[src/design/plcs_pkg.sv]
`timescale 1ns / 1ps
// ----------------------------------------------------------------------------
// plcs_pkg: shared types and constants
// Widths, queue entry and result kinds for the curve statistics block.
// ----------------------------------------------------------------------------
package plcs_pkg;
  localparam int unsigned MaxPointsDefault = 65536;
  localparam int unsigned QueueDepth       = 2;
  localparam logic        KindCrossing     = 1'b0;
  localparam logic        KindSummary      = 1'b1;

  // one classified word from the front to the back
  typedef struct packed {
    logic signed [31:0] x0;
    logic signed [31:0] y0;
    logic signed [31:0] x1;
    logic signed [31:0] y1;
    logic               seg;      // a segment exists
    logic               crosses;  // segment crosses or touches the axis
    logic               axis;     // both ends zero
    logic               last;
    logic [15:0]        idx;
  } plcs_item_t;
endpackage

[src/design/plcs_fifo.sv]
`timescale 1ns / 1ps
// ----------------------------------------------------------------------------
// plcs_fifo: short queue
// Register based first-in first-out queue between front and back.
// ----------------------------------------------------------------------------
module plcs_fifo
  import plcs_pkg::*;
(
  input  logic       clk_i,
  input  logic       rst_ni,
  input  logic       push_i,
  input  plcs_item_t wdata_i,
  output logic       full_o,
  input  logic       pop_i,
  output plcs_item_t rdata_o,
  output logic       empty_o
);
  plcs_item_t mem_q [QueueDepth];
  logic [$clog2(QueueDepth)-1:0] wp_q, rp_q;
  logic [$clog2(QueueDepth):0]   cnt_q;

  assign full_o  = (cnt_q == ($clog2(QueueDepth)+1)'(QueueDepth));
  assign empty_o = (cnt_q == '0);
  assign rdata_o = mem_q[rp_q];

  // storage
  always_ff @(posedge clk_i) begin
    if (push_i && !full_o) mem_q[wp_q] <= wdata_i;
  end

  // pointers
  always_ff @(posedge clk_i or negedge rst_ni) begin
    if (!rst_ni) begin
      wp_q <= '0; rp_q <= '0; cnt_q <= '0;
    end else begin
      if (push_i && !full_o) wp_q <= wp_q + 1'b1;
      if (pop_i && !empty_o) rp_q <= rp_q + 1'b1;
      cnt_q <= cnt_q + ((push_i && !full_o) ? 1'b1 : 1'b0)
                     - ((pop_i && !empty_o) ? 1'b1 : 1'b0);
    end
  end
endmodule

[config.mk]
export PLATFORM = sky130hd
export DESIGN_NAME = plcs_fifo
export DESIGN_NICKNAME = d
export VERILOG_FILES = /design/src/design/plcs_pkg.sv /design/src/design/plcs_fifo.sv
export SDC_FILE = /design/constraint.sdc
export NUM_CORES = 1
export LEC_CHECK = 0
export BUFFER_PORTS_ARGS = -buffer_cell sky130_fd_sc_hd__buf_4
export CAP_MARGIN = 30
export CORE_UTILIZATION = 56
export DETAILED_ROUTE_END_ITERATION = 6
export GPL_ROUTABILITY_DRIVEN = 0
export GPL_TIMING_DRIVEN = 0
export PLACE_DENSITY = 0.81
export SLEW_MARGIN = 20
export SYNTH_ARGS = -nofsm -noshare
export SYNTH_HDL_FRONTEND = slang
export SYNTH_SLANG_ARGS = --single-unit
[constraint.sdc]
create_clock -name clk_i -period 11.83 [get_ports clk_i]
set_input_delay 2.366 -clock clk_i [delete_from_list [all_inputs] [get_ports clk_i]]
set_output_delay 2.366 -clock clk_i [all_outputs]
set_load 0.01 [all_outputs]
* Word-level counts from Yosys, hierarchy flattened
Memories as Yosys holds them, arrays and structs flattened.
Index checks and enable logic that the tools add are counted.
** Word-level totals
- Output and inout port bits :: 150
- Input bits :: 152
- Logic and storage cells :: 18
- Bits in writable memories :: 296
- Memories kept :: 1
- Bits in registers :: 4
** Memory list
- mem_q :: words 2, bits a word 148, rd ports 1, clocked after memory_dff 0, wr ports 1, RTL line plcs_fifo.sv:18 : plcs_item_t mem_q [QueueDepth];
** Operators by class
- Muxes and demuxes :: 4
- Reductions and logical operators :: 5
- Eq/ne operators :: 1
- $add $sub $neg :: 4
** Operators with widths (count)
- $mux W1 :: 4
- $add A1 B1 Y1 const B :: 2
- $add A2 B1 Y2 :: 1
- $eq A2 B2 Y1 const B :: 1
- $logic_and A1 B1 Y1 :: 2
- $logic_not A1 Y1 :: 2
- $logic_not A2 Y1 :: 1
- $sub A2 B1 Y2 :: 1

* Depth between registers and ports, before layout
- Depth in word-level cells :: 6
- Gate-level depth with buffers :: 7
- Gate-level depth less buffers :: 7

* Least setup slack after synthesis
No wires, ideal clock.
- Kind :: input -> register
- Start :: in push_i
- End :: mem mem_q[0][0] in the netlist's numbering (enable)
- Setup time :: 0.657 ns
- Arrival time :: 8.604 ns
- Setup slack :: 2.569 ns
- Required time :: 11.173 ns
- Path buffers :: 0
- Stages on the path :: 2
- Path through :: nand2_1 > nor2_1
** On the way
- Longest elaborated chain between the ends :: 3
** RTL lines
- start: declaration :: RTL line plcs_fifo.sv:11 : input logic push_i,
- $logic_and A1 B1 Y1 :: RTL line plcs_fifo.sv:28 : if (push_i && !full_o) mem_q[wp_q] <= wdata_i;
- $mux W1 :: RTL line plcs_fifo.sv:28
- $mux W1 (not written as such) :: RTL line plcs_fifo.sv:28
- end: declaration :: RTL line plcs_fifo.sv:18
Every way passes these cells.

==> results.toml <==
[finish]
final_util_pct = 76.1
n_antenna_cell = 0
drive_gt1_share_pct = 60.9
layout_commonest_cell = "buf_4"
final_cell_mix = "301 x buf_4, 296 x edfxtp_1, 101 x mux2_4, 47 x mux2_2, 29 x clkbuf_16"
finalNetCount = 973
n_fill_cell = 1094
syn2layout_area_growth_pct = 32.4

[grt]
grt_max_degree = 57
grt_pass1_vias = 5805
grt_pass1_wl_microns = 30400
gr-total-overflow = 0
grt_antenna_before_repair = 0
track_usage_pct = 19.7

[clock_network]
clkTransAtPathRegs_ns = 0.05
cts_setup_buffers = 0
clk_path_buf_depth = 3
hold_buffers = 0
cts_max_level = 1
cts.sinks = 300
clk_latency_ns = 0.53
cts_tree = "done"
post_cts_resized = 0
ctsRootBufferMaster = "clkbuf_16"
cts-buffers-inserted = 29

[timing]
timing.hold.ws_ns = 0.511
setup_violations = 0
setup_ws_ns = 7.57
rsz0062_at_grt = "no"
skew_ns = 0.00576
slew_headroom_pct = 58.7
min_period_ns = 4.26
timing.fmax_mhz = 235
finalHoldViolCount = 0
period_share_pct = 36.0
tightest_slew_ns = 0.619
slew_violations = 0

[placed_design]
io_buffers = 301
dp_hpwl_microns = 15100
pre_cts_slack_ns = 7.70

[worst_setup_path]
crit_required_ns = 9.46
path_class = "reg2out"
cp-end-kind = "primary output"
crit_path_max_fanout = 10
cp-start-kind = "register"
arrival_ns = 1.89
r2r_cells = 6

[synth]
synthTopCellsByArea = "edfxtp_1 79%, mux2_4 13%, mux2_2 4.7%"
avgSynthCellArea_sq_um = 23.6
seq_area_frac_synth_pct = 79.5
synth.distinct_cells = 15
synthesis.nets = 633
synth_area_sq_um = 11300
synth-seq-cells = 300
syn_inst = 479
synth_top_cell_area_share_pct = 78.6
yosys.area.top_type = "edfxtp_1"
synth_warnings = 0

[detailed_routing]
vias_per_cell = 5.10
drtIter0Drc = 268
drc_errors = 0
vias = 5625
drt_pass1_iterations = 4
wl_per_cell_microns = 19.3
routed_wl_microns = 21300
detail-route-antenna-nets = 0

[floorplan]
start_util_pct = 57.5
rows = 51
die_area_sq_um = 20800
io-pin-count = 302
die_w_microns = 144
die_h_microns = 144
core_sq_um = 19700

[job]
drv_cap = 0

[run_status]
status = "completed"

[pwr]
total_power_mw = 3.69
power_density_nw_per_um2 = 247
power.leakage_nw = 5.91
ir_drop_uv = 151

[worst_hold_path]
hold_class = "reg2reg"
holdPathStages = 1
stage by stage:
step / TNS, ns / cells / area (sq um)
3_3_place_gp: -36.15 / 1045 / 13900
2_1_floorplan: 0 / 479 / 11300
3_5_place_dp: 0 / 1053 / 14100
6_report: 0 / 1102 / 15000
5_1_grt: 0 / 1102 / 15000
4_1_cts: 0 / 1102 / 15000
registers in the layout (all words and copies together) (netlist names):
name	cells
cnt_q	2
rp_q	1
mem_q	296
wp_q	1
final cells by class:
class / instances / area [sq um] / area share [%]
clock inverter: 11 / 97.6 / 0.652
tap: 265 / 332 / 2.22
timing repair buffer: 309 / 2460 / 16.4
inverter: 2 / 7.51 / 0.0502
clock buffer: 38 / 759 / 5.08
buffer: 17 / 173 / 1.15
sequential: 300 / 8990 / 60.1
multi-input combinational: 160 / 2150 / 14.4
power by group:
group / switching (mW) / internal [mW]
Sequential: 0.0576 / 1.45
Combinational: 0.607 / 0.738
Clock: 0.351 / 0.489
path summary, 6_finish.rpt:
path                          start            to  slack (ns)
setup / recovery               rp_q   rdata_o[75]        7.57
hold / removal             cnt_q[1]      cnt_q[1]        0.51
setup reg to reg           cnt_q[1]  mem_q[0][39]        9.64
hold reg to reg            cnt_q[1]      cnt_q[1]        0.51
max in group asynchronous    rst_ni      cnt_q[1]       10.10
min in group asynchronous    rst_ni      cnt_q[0]        1.63
critical path, stage by stage, from the launching register on:
cell and delay, ns:
dfrtp_1 0.35, buf_6 0.12, buf_6 0.21, buf_6 0.21, mux2_4 0.32, buf_4 0.15
kinds of logic after synthesis:
| kind of cell | after synthesis | synth area share (%) |
|---|---|---|
| buf+inv | 19 | 1.59 |
| fa+ha+maj | 2 | 0.221 |
| flops | 300 | 79.5 |
| simple gates | 6 | 0.266 |
| mux | 148 | 18.1 |
| xor+xnor | 4 | 0.310 |
layer usage:
layer,global-route usage (%),vias up,share of wire (%)
met5,0,-,0
met4,5.94,0,2.2
met3,5.99,36,9.4
met2,35.4,241,52
met1,22.4,2770,36
li1,-,2578,-
cell usage after synthesis:
cell type and n:
and3_1 1, buf_2 3, buf_6 14, dfrtp_1 4
edfxtp_1 296, ha_1 2, inv_1 2, mux2_2 47
mux2_4 101, nand2_1 1, nand2b_1 1, nor2_1 2
nor2b_1 1, xnor2_1 3, xor2_1 1
Note: power is estimated with default switching activity, not from simulation.
