==> config.mk <==
export PLATFORM = sky130hd
export DESIGN_NAME = plcs_front
export DESIGN_NICKNAME = d
export VERILOG_FILES = /design/src/design/plcs_pkg.sv /design/src/design/plcs_front.sv
export SDC_FILE = /design/constraint.sdc
export NUM_CORES = 1
export LEC_CHECK = 0
export BUFFER_PORTS_ARGS = -buffer_cell sky130_fd_sc_hd__buf_2
export CORE_AREA = 2 2 106 108
export DETAILED_ROUTE_END_ITERATION = 7
export DIE_AREA = 0 0 108 110
export MAX_ROUTING_LAYER = met4
export PLACE_DENSITY = 0.71
export REMOVE_ABC_BUFFERS = 1
export SLEW_MARGIN = 30
export SYNTH_ARGS = -nofsm -noshare
export SYNTH_HDL_FRONTEND = slang
export SYNTH_SLANG_ARGS = --single-unit
==> constraint.sdc <==
create_clock -name clk_i -period 1.9 [get_ports clk_i]
set_input_delay 0.19 -clock clk_i [delete_from_list [all_inputs] [get_ports clk_i]]
set_output_delay 0.19 -clock clk_i [all_outputs]
set_load 0.05 [all_outputs]
==> src/design/plcs_pkg.sv <==
`timescale 1ns / 1ps
// ----------------------------------------------------------------------------
// plcs_pkg: shared types and constants
// Widths, queue entry and result kinds for the curve statistics block.
// ----------------------------------------------------------------------------
package plcs_pkg;
  localparam int unsigned MaxPointsDefault = 65536;
  localparam int unsigned QueueDepth       = 2;
  localparam logic        KindCrossing     = 1'b0;
  localparam logic        KindSummary      = 1'b1;

  // one classified word from the front to the back
  typedef struct packed {
    logic signed [31:0] x0;
    logic signed [31:0] y0;
    logic signed [31:0] x1;
    logic signed [31:0] y1;
    logic               seg;      // a segment exists
    logic               crosses;  // segment crosses or touches the axis
    logic               axis;     // both ends zero
    logic               last;
    logic [15:0]        idx;
  } plcs_item_t;
endpackage

==> src/design/plcs_front.sv <==
`timescale 1ns / 1ps
// ----------------------------------------------------------------------------
// plcs_front: point intake
// Accepts points, pairs them with the previous one and classifies segments.
// ----------------------------------------------------------------------------
module plcs_front
  import plcs_pkg::*;
#(
  parameter int unsigned MAX_POINTS = MaxPointsDefault
) (
  input  logic               clk_i,
  input  logic               rst_ni,
  input  logic               in_valid_i,
  output logic               in_ready_o,
  input  logic signed [31:0] point_x_i,
  input  logic signed [31:0] point_y_i,
  input  logic               final_point_i,
  output logic               push_o,
  output plcs_item_t         item_o,
  input  logic               full_i
);
  logic signed [31:0] px_q, py_q;
  logic               have_q;
  logic [15:0]        cnt_q;
  logic               acc;

  assign in_ready_o = !full_i;
  assign acc        = in_valid_i && !full_i;
  assign push_o     = acc;

  // classification
  always_comb begin
    item_o.x0      = px_q;
    item_o.y0      = py_q;
    item_o.x1      = point_x_i;
    item_o.y1      = point_y_i;
    item_o.seg     = have_q;
    item_o.crosses = have_q && (py_q == 0 || point_y_i == 0 ||
                                (py_q[31] != point_y_i[31]));
    item_o.axis    = (py_q == 0) && (point_y_i == 0);
    item_o.last    = final_point_i;
    item_o.idx     = cnt_q;
  end

  // previous point and index
  always_ff @(posedge clk_i or negedge rst_ni) begin
    if (!rst_ni) begin
      px_q <= '0; py_q <= '0; have_q <= 1'b0; cnt_q <= '0;
    end else if (acc) begin
      if (final_point_i) begin
        px_q <= '0; py_q <= '0; have_q <= 1'b0; cnt_q <= '0;
      end else begin
        px_q <= point_x_i; py_q <= point_y_i; have_q <= 1'b1;
        if (32'(cnt_q) < MAX_POINTS - 1) cnt_q <= cnt_q + 1'b1;
      end
    end
  end
endmodule

# Word-level counts from Yosys, hierarchy flattened
# Cells that the tools add are included.
# word_totals
latch_bits	0
wordCells	22
mem_bits_rw	0
mem_count	0
output_inout_bits	150
input_bits	69
regBits	81
rom_bits	0
# classes
mux	5
n_bitwise	0
mul	0
shift	0
reduce_logical	10
n_eq_ne	1
div	0
n_lt_le_gt_ge	1
n_addsub	1
# ops
op	n
32-bit zero test	2
32-bit 2-to-1 mux	2
16-bit 2-to-1 mux	2
16-bit by 1-bit adder with 16-bit output (second input constant)	1
16-bit < comparator (second input constant)	1
1-bit logical AND	3
1-bit logical OR	2
2-bit AND reduction	1
2-bit nonzero test	1
1-bit zero test	1
1-bit 2-to-1 mux	1
1-bit inequality test	1

# Logic depth before layout (Yosys ltp)
# Gate-level depths: netlist (run 1).
# depth
word_depth	4
depth_mapped	7
ltp_nobuf	6

# Worst setup path before layout (run 1)
# Ideal clock, no wire load.
# synth_timing
kind	flip-flop to output port
from	register py_q[24]
to	output item_o[17] (netlist bit)
path_buffers	0
t_arrival_ns	2.532
stages_incl_launch_ff	4
slack_ns	-0.822
required_time_ns	1.710
path_cell_list	dfrtp_1 > nor4_1 > nand4_1 > nor4_1
# synth_lines
element	line_no	text
from (decl)	plcs_front.sv:22	logic signed [31:0] px_q, py_q;
from (signal assigned)	plcs_front.sv:48	px_q <= '0; py_q <= '0; have_q <= 1'b0; cnt_q <= '0;
from (signal assigned)	plcs_front.sv:51	px_q <= '0; py_q <= '0; have_q <= 1'b0; cnt_q <= '0;
from (signal assigned)	plcs_front.sv:53	px_q <= point_x_i; py_q <= point_y_i; have_q <= 1'b1;
to (decl)	plcs_front.sv:19	output plcs_item_t item_o,

==> results of run 1 <==
-- Yosys cell counts, types with 2 or more instances --
| master | number |
|---|---|
| a21oi_1 | 6 |
| nand2_1 | 143 |
| inv_1 | 3 |
| clkbuf_1 | 18 |
| dfrtp_1 | 81 |
| or4_1 | 2 |
| o31ai_1 | 3 |
| mux2i_1 | 2 |
| nand3b_1 | 64 |
| nand3_1 | 3 |
| nor4_1 | 17 |
| nor3_1 | 5 |
| nand4_1 | 6 |
| buf_1 | 4 |
| o21ai_0 | 12 |
| a21o_1 | 3 |
| nor2_1 | 8 |
| a211o_1 | 2 |
| buf_4 | 66 |
-- critical path, cell delays in order (launching register included) --
cell and delay (ns):
dfrtp_1 0.40, nor4_2 0.32, nand4_1 0.19, nor4_2 0.29, buf_4 0.25
-- flip-flops by register name, summed over array words and instances (netlist names) --
register  count
cnt_q        16
have_q        1
px_q         32
py_q         32
-- metrics by stage --
step           hold slack (ns)  cells  setup WS (ns)  setup TNS, ns  total power [mW]
6_report               0.08331    789       -0.07218       -0.08476             5.024
5_1_grt                0.08152    789        -0.1737        -0.3443             5.268
4_1_cts                0.06252    785       -0.05532       -0.05571             5.054
3_5_place_dp            0.2080    766        0.04837              0             3.773
3_3_place_gp            0.2027    766         0.1078              0             3.751
2_1_floorplan          -0.1056    383         -2.512        -178.31             2.939
-- where the power goes --
part           internal, mW  switching (mW)
Combinational         0.435            1.32
Sequential             1.90           0.139
Clock                 0.642           0.598
Total                  2.97            2.05
-- repair_timing --
action / CTS / global route
pin swaps: 3 / 9
buffers inserted: 2 / 4
endpoints found under the hold margin: 38 / 0
resized for setup: 9 / 5
setup endpoints to repair: 2 / 4
gates cloned: 0 / 0
hold buffers: 1 / 0
-- metal layers --
layer,vias to the layer above,wire [microns],part of all wire (%)
li1,1869,-,-
met1,1850,4948,44
met2,173,5567,49
met3,9,698,6.2
met4,0,131,1.2
met5,-,0,0
-- cell families after synthesis --
group,count (synthesis)
fa+ha+maj,1
compound gates,33
flops,81
simple gates,259
mux,3
buf+inv,94
xor+xnor,2
-- layout make-up --
cell class	instances	area [sq um]	area share, %
Clock inverter	3	40.04	0.7334
Multi-Input combinational cell	298	1695	31.06
Timing Repair Buffer	250	1358	24.87
Clock buffer	13	148.9	2.727
Sequential cell	81	2027	37.13
Inverter	4	15.01	0.2750
Tap cell	140	175.2	3.209
-- how the worst min path moves through the flow --
stage	startpoint	to	slack, ns	cells past startpoint
after detailed placement	rst_ni	py_q[23]	0.21	1
after global placement	rst_ni	py_q[17]	0.20	1
after floorplan	rst_ni	cnt_q[0]	-0.11	0
after global routing	point_x_i[21]	px_q[21]	0.08	3
final	point_x_i[1]	px_q[1]	0.08	3
after CTS	point_x_i[9]	px_q[9]	0.06	3
==> impl_metrics.json, run 1 <==
{
  "outcome": "complete, but fails checks",
  "violations": "setup timing",
  "synth_top_area_share_pct": 47.47,
  "dr_total_vias": 3901,
  "syn_area_per_cell_sq_um": 9.028,
  "rsz0062_at_grt": "true",
  "antennaDiodeCount": 0,
  "synth_compound_area_share_pct": 5.127,
  "rows": 38,
  "gp_congestion": 0.8506,
  "async_flop_share_pct": 100.0,
  "synth_simple_gate_area_share_pct": 31.50,
  "layout_common_cells": "buf_2, nand2_1, dfrtp_1",
  "synth_top_family_by_area": "simple AND/OR/NAND/NOR gates",
  "start_util_pct": 39.92,
  "final_common_cell": "buf_2",
  "grt_util_met1_pct": 24.80,
  "layout_setup_ws_ns": -0.07218,
  "fin_crit_sh_pct": 103.8,
  "io_pins": 219,
  "grt_use_total_pct": 18.94,
  "core_area_sq_mm": 0.01070,
  "chipHeight_microns": 110,
  "r2r_end": "cnt_q[5]",
  "clock_latency_ns": 0.35,
  "cp.required_ns": 1.71,
  "met3_usage_pct": 2.469,
  "drtAntennaViolNets": 0,
  "skew_ns": 0.01230,
  "synth-xor-area-share_pct": 0.4102,
  "worst_pin_slew_ns": 0.5228,
  "synth_mux_area_share_pct": 0.7325,
  "viasPerCell": 4.944,
  "grt_util_met2_pct": 30.82,
  "cts_tree": "done",
  "max-cap-violations": 0,
  "grt-busiest-layer": "met2",
  "rrSetupSlack_ns": 0.04,
  "rr_worst_depth": 6,
  "postPlaceCellArea_sq_mm": 0.005139,
  "die_w_microns": 108,
  "criticalPathCategory": "reg -> out",
  "critPathCapture": "item_o[17]",
  "setup_violations": 2,
  "arrival_ns": 1.78,
  "utilization_pct": 51.03,
  "yosysUniqueCellTypes": 44,
  "grt_pass1_wl_microns": 17110,
  "dpl.hpwl_microns": 8453,
  "syn-instance-count": 473,
  "period_minus_slack_ns": 1.972,
  "firstDrtPassIters": 4,
  "cts_max_level": 3,
  "drive_above_1_share_pct": 43.76,
  "leakage_nw": 3.043,
  "port_buffers": 218,
  "fill_cells": 1016,
  "grt_max_degree": 44,
  "crit_path_start_kind": "flop",
  "endpoint_kind": "output port",
  "routed_wl_microns": 11350,
  "synth-edff-count": 0,
  "path_max_fanout": 2,
  "clock_sinks": 81,
  "irDropWorstVdd_v": 0.0003919,
  "ys_seq_elements": 81,
  "clockBufferDepth": 2,
  "fin_nets": 714,
  "path_clk_slew_ns": 0.08,
  "hp-class": "in -> reg",
  "pwr_density_cell_mw_per_mm2": 920.3,
  "relSlewSlack_pct": 65.15,
  "drt_first_iter_violations": 236,
  "fin_area_sq_mm": 0.005459,
  "hold_viol_final": 0,
  "slew_violations": 0,
  "yosysSeqAreaShare_pct": 47.47,
  "ys_warn_count": 0,
  "dieArea_sq_mm": 0.01188,
  "fmax_ghz": 0.5071,
  "grt_pass1_vias": 3417,
  "yosys.area_share.adder_pct": 0.2930,
  "wl_per_cell_microns": 14.38,
  "startpoint": "py_q[9]",
  "antenna_found_initial": 0,
  "grt.overflow.total": 0,
  "r2r-start": "cnt_q[0]",
  "yosysTopAreaCell": "dfrtp_1",
  "cts_made_buffers": 9,
  "synth_area_sq_mm": 0.004270,
  "drc_errors": 0,
  "yosys_most_used_dff": "dfrtp_1",
  "post_synth_main_area_contributors": "dfrtp_1, nand2_1, buf_4, nand3b_1, nor4_1",
  "ctsRootBufferMaster": "clkbuf_8",
  "area_delta_synth_final_pct": 27.83
}
Note: power is estimated with default switching activity, not from simulation.
==> run 2, diff against run 1 <==
--- a/config.mk
+++ b/config.mk
@@ -5,10 +5,10 @@
 export SDC_FILE = /design/constraint.sdc
 export NUM_CORES = 1
 export LEC_CHECK = 0
-export BUFFER_PORTS_ARGS = -buffer_cell sky130_fd_sc_hd__buf_2
-export CORE_AREA = 2 2 106 108
+export CORE_AREA = 2 2 90 92
 export DETAILED_ROUTE_END_ITERATION = 7
-export DIE_AREA = 0 0 108 110
+export DIE_AREA = 0 0 92 94
+export DONT_BUFFER_PORTS = 1
 export MAX_ROUTING_LAYER = met4
 export PLACE_DENSITY = 0.71
 export REMOVE_ABC_BUFFERS = 1
==> impl_metrics.json, run 2 (synthesis results as in run 1) <==
{
  "combPwrFrac_pct": 24.0,
  "cts_tree": "done",
  "grt.overflow.total": 0,
  "path_max_fanout": 2,
  "net-switching-power_mw": 1.707,
  "max-cap-violations": 0,
  "gp_congestion": 0.8306,
  "switching_share_pct": 36.84,
  "grt_pass1_vias": 3556,
  "port_buffers": 0,
  "die_w_microns": 92,
  "grt_use_total_pct": 27.04,
  "rrSetupSlack_ns": 0.01,
  "slew_violations": 0,
  "antennaDiodeCount": 0,
  "core_area_sq_mm": 0.007607,
  "hold_viol_final": 81,
  "antenna_found_initial": 0,
  "clock_sinks": 81,
  "viasPerCell": 5.522,
  "period_minus_slack_ns": 1.909,
  "io_pins": 219,
  "fmax_ghz": 0.5238,
  "intPower_mw": 2.926,
  "reg_top3": "px_q x32, py_q x32, cnt_q x16",
  "criticalPathCategory": "reg -> out",
  "drt_first_iter_violations": 156,
  "clock_latency_ns": 0.34,
  "pre_cts_ws_ns": 0.005842,
  "endpoint_kind": "output port",
  "start_util_pct": 56.13,
  "final_common_cell": "nand2_1",
  "rows": 32,
  "pwr_density_cell_mw_per_mm2": 884.6,
  "layout_common_cells": "nand2_1, dfrtp_1, dlygate4sd3_1",
  "violations": "hold timing, setup timing",
  "drive_above_1_share_pct": 19.13,
  "irDropWorstVdd_v": 0.0004712,
  "fin_crit_sh_pct": 100.5,
  "routed_wl_microns": 11450,
  "fill_cells": 595,
  "drc_errors": 0,
  "relSlewSlack_pct": 58.57,
  "dieArea_sq_mm": 0.008648,
  "grt_pass1_wl_microns": 17710,
  "skew_ns": 0.006311,
  "rsz0062_at_grt": "true",
  "fin_nets": 594,
  "path_clk_slew_ns": 0.08,
  "dpl.hpwl_microns": 6743,
  "hp-class": "in -> async",
  "clockPowerShare_pct": 26.8,
  "holdWs_ns": -0.4688,
  "clockBufferDepth": 2,
  "cts_max_level": 3,
  "area_delta_synth_final_pct": 22.62,
  "cp.required_ns": 1.71,
  "dr_total_vias": 3479,
  "firstDrtPassIters": 6,
  "crit_path_start_kind": "flop",
  "cts_made_buffers": 9,
  "outcome": "complete, but fails checks",
  "grt_max_degree": 82,
  "layout_setup_ws_ns": -0.009122,
  "utilization_pct": 68.83,
  "drtAntennaViolNets": 0,
  "wl_per_cell_microns": 18.17,
  "chipHeight_microns": 94,
  "leakage_nw": 2.555,
  "arrival_ns": 1.72,
  "worst_pin_slew_ns": 0.6194,
  "p_seq_share_pct": 49.2,
  "p_total_mw": 4.632,
  "setup_violations": 2,
  "ctsRootBufferMaster": "clkbuf_8"
}
-- run 2: cell types whose count changed in the layout (fill, tap and decap cells not counted), sizes merged --
cell,previous run,this run
buf,249,64
clkbuf,13,10
clkinv,2,3
clkinvlp,0,1
dlygate4sd3,1,66
-- run 2: stage by stage --
step | std cells | setup TNS [ns] | area, sq um
CTS | 625 | -0.05132 | 5162
detailed placement | 545 | 0 | 4279
floorplan | 383 | -178.31 | 3667
global route | 630 | -0.4062 | 5236
global placement | 545 | 0 | 4279
finish | 630 | -0.01163 | 5236
-- run 2: area by class of cell --
| type | instances | area (sq um) | area share, % |
|---|---|---|---|
| Multi-Input combinational cell | 298 | 1707 | 32.59 |
| Inverter | 4 | 15.01 | 0.2867 |
| Timing Repair Buffer | 130 | 1166 | 22.27 |
| Clock inverter | 5 | 56.30 | 1.075 |
| Sequential cell | 81 | 2027 | 38.71 |
| Clock buffer | 10 | 137.6 | 2.628 |
| Tap cell | 102 | 127.6 | 2.437 |
-- run 2: power groups by stage --
stage	Sequential [mW]	Clock, mW	Combinational (mW)
after floorplan	2.67	0	0.269
after global placement	2.29	0	0.935
after detailed placement	2.30	0	0.949
after CTS	2.27	1.27	1.08
after global routing	2.30	1.34	1.18
final	2.28	1.24	1.11
-- run 2: timing repair --
item	CTS	global route
buffers inserted	0	4
pin swaps	5	8
endpoints found under the hold margin	148	84
cloned	0	0
resized for setup	6	6
endpoints found under the setup margin	8	13
hold buffers	65	1
-- run 2: critical path, cell delays in order (launching register included) --
cell and delay, ns:
dfrtp_1 0.40, nor4_2 0.32, nand4_1 0.20, nor2_1 0.13, o31a_1 0.18, buf_12 0.15
-- run 2: worst paths after layout --
check                                    from          to  depth (start not counted)
max in group asynchronous              rst_ni    py_q[23]                          0
min in group clk_i              point_y_i[22]    py_q[22]                          2
worst min-delay path                   rst_ni    px_q[25]                          0
worst max register to register       cnt_q[0]    cnt_q[3]                          6
worst max-delay path                 py_q[14]  item_o[18]                          5
worst min register to register         have_q      have_q                          1
-- run 2: routing by layer --
layer | track usage (%) | share of wire (%) | wire length (microns) | up-vias
met5 | - | 0 | 0 | -
met4 | 10.32 | 1.9 | 212 | 0
met3 | 7.063 | 7.4 | 852 | 22
met2 | 44.36 | 50 | 5731 | 155
met1 | 32.35 | 41 | 4654 | 1683
li1 | - | - | - | 1619
==> run 3, diff against run 2 <==
--- a/config.mk
+++ b/config.mk
@@ -16,3 +16,4 @@
 export SYNTH_ARGS = -nofsm -noshare
 export SYNTH_HDL_FRONTEND = slang
 export SYNTH_SLANG_ARGS = --single-unit
+export TNS_END_PERCENT = 5
==> impl_metrics.json, run 3 (synthesis results as in run 1) <==
{
  "setup_violations": 2,
  "r2r-start": "cnt_q[0]",
  "final_common_cell": "nand2_1",
  "die_w_microns": 92,
  "drc_errors": 0,
  "rrSetupSlack_ns": 0.04,
  "hold_viol_final": 81,
  "cts_max_level": 3,
  "clock_sinks": 81,
  "dieArea_sq_mm": 0.008648,
  "grt_use_total_pct": 27.04,
  "gp_congestion": 0.8306,
  "io_pins": 219,
  "pre_cts_ws_ns": 0.005842,
  "reg_top3": "px_q x32, py_q x32, cnt_q x16",
  "startpoint": "py_q[14]",
  "grt_pass1_wl_microns": 17710,
  "worst_pin_slew_ns": 0.6291,
  "switching_share_pct": 36.81,
  "clock_latency_ns": 0.34,
  "firstDrtPassIters": 5,
  "dr_total_vias": 3469,
  "slew_violations": 0,
  "pwr_density_cell_mw_per_mm2": 887.0,
  "core_area_sq_mm": 0.007607,
  "rr_worst_depth": 6,
  "wl_per_cell_microns": 18.09,
  "area_delta_synth_final_pct": 22.09,
  "chipHeight_microns": 94,
  "clockPowerShare_pct": 26.8,
  "cts_made_buffers": 9,
  "hp-class": "in -> async",
  "endpoint_kind": "output port",
  "ctsRootBufferMaster": "clkbuf_8",
  "fin_crit_sh_pct": 101.5,
  "arrival_ns": 1.74,
  "net-switching-power_mw": 1.702,
  "path_max_fanout": 2,
  "routed_wl_microns": 11360,
  "r2r_end": "cnt_q[3]",
  "drive_above_1_share_pct": 18.44,
  "layout_setup_ws_ns": -0.02829,
  "cts_tree": "done",
  "period_minus_slack_ns": 1.928,
  "rsz0062_at_grt": "true",
  "antenna_found_initial": 0,
  "violations": "hold timing, setup timing",
  "critPathCapture": "item_o[18]",
  "relSlewSlack_pct": 57.92,
  "port_buffers": 0,
  "skew_ns": 0.004229,
  "leakage_nw": 2.545,
  "rows": 32,
  "grt_pass1_vias": 3556,
  "grt.overflow.total": 0,
  "p_total_mw": 4.624,
  "dpl.hpwl_microns": 6743,
  "intPower_mw": 2.922,
  "fin_nets": 592,
  "fmax_ghz": 0.5186,
  "irDropWorstVdd_v": 0.0004716,
  "grt_max_degree": 82,
  "max-cap-violations": 0,
  "drt_first_iter_violations": 178,
  "antennaDiodeCount": 0,
  "outcome": "complete, but fails checks",
  "clockBufferDepth": 2,
  "combPwrFrac_pct": 23.9,
  "drtAntennaViolNets": 0,
  "cp.required_ns": 1.71,
  "crit_path_start_kind": "flop",
  "layout_common_cells": "nand2_1, dfrtp_1, dlygate4sd3_1",
  "viasPerCell": 5.524,
  "start_util_pct": 56.13,
  "p_seq_share_pct": 49.3,
  "holdWs_ns": -0.4687,
  "path_clk_slew_ns": 0.08,
  "criticalPathCategory": "reg -> out"
}
## run 3: metrics by stage
stage / TNS, ns / hold slack [ns] / utilization, % / instance area, sq um / cells
after global placement: 0 / -0.1041 / 56.25 / 4279 / 545
after CTS: -0.05132 / -0.4814 / 67.86 / 5162 / 625
after global routing: -0.3902 / -0.4913 / 68.54 / 5214 / 628
after detailed placement: 0 / -0.1040 / 56.25 / 4279 / 545
after floorplan: -178.31 / -0.1056 / - / 3667 / 383
final: -0.02919 / -0.4687 / 68.54 / 5214 / 628
## run 3: metal layers
metal,vias up,global-route usage (%),wire length [microns]
met1,1682,32.35,4708
met5,-,-,0
met4,0,10.32,216
met2,147,44.36,5628
li1,1617,-,-
met3,23,7.063,805
## run 3: final cells by class
cell class / count / area (sq um)
tap: 102 / 127.6
multi-input combinational: 298 / 1699
inverter: 4 / 15.01
sequential: 81 / 2027
timing repair buffer: 128 / 1151
clock buffer: 10 / 137.6
clock inverter: 5 / 56.30
fill: 597 / 2394
## run 3: how the worst min path moves through the flow
stage | slack (ns) | to | cells past startpoint | startpoint
3_5_place_dp | -0.10 | py_q[14] | 0 | rst_ni
4_1_cts | -0.48 | py_q[14] | 0 | rst_ni
3_3_place_gp | -0.10 | px_q[2] | 0 | rst_ni
2_1_floorplan | -0.11 | cnt_q[0] | 0 | rst_ni
6_report | -0.47 | px_q[25] | 0 | rst_ni
5_1_grt | -0.49 | px_q[25] | 0 | rst_ni
## run 3: repair_timing
item | 4_1_cts | 5_1_grt
gates resized for setup | 6 | 4
pin swaps | 5 | 6
endpoints found under the hold margin | 148 | 84
endpoints found under the setup margin | 8 | 13
hold buffers | 65 | 1
buffers inserted | 0 | 2
## run 3: worst max-delay path: stages, from the launching register on
cell and delay, ns:
dfrtp_1 0.40, nor4_2 0.34, nand4_1 0.20, nor2_1 0.13, o31a_1 0.18, buf_12 0.15
## run 3: power groups by stage
stage,Combinational (mW),Clock (mW),Sequential [mW]
2_1_floorplan,0.269,0,2.67
3_3_place_gp,0.935,0,2.29
3_5_place_dp,0.949,0,2.30
4_1_cts,1.08,1.27,2.27
5_1_grt,1.18,1.34,2.30
6_report,1.10,1.24,2.28
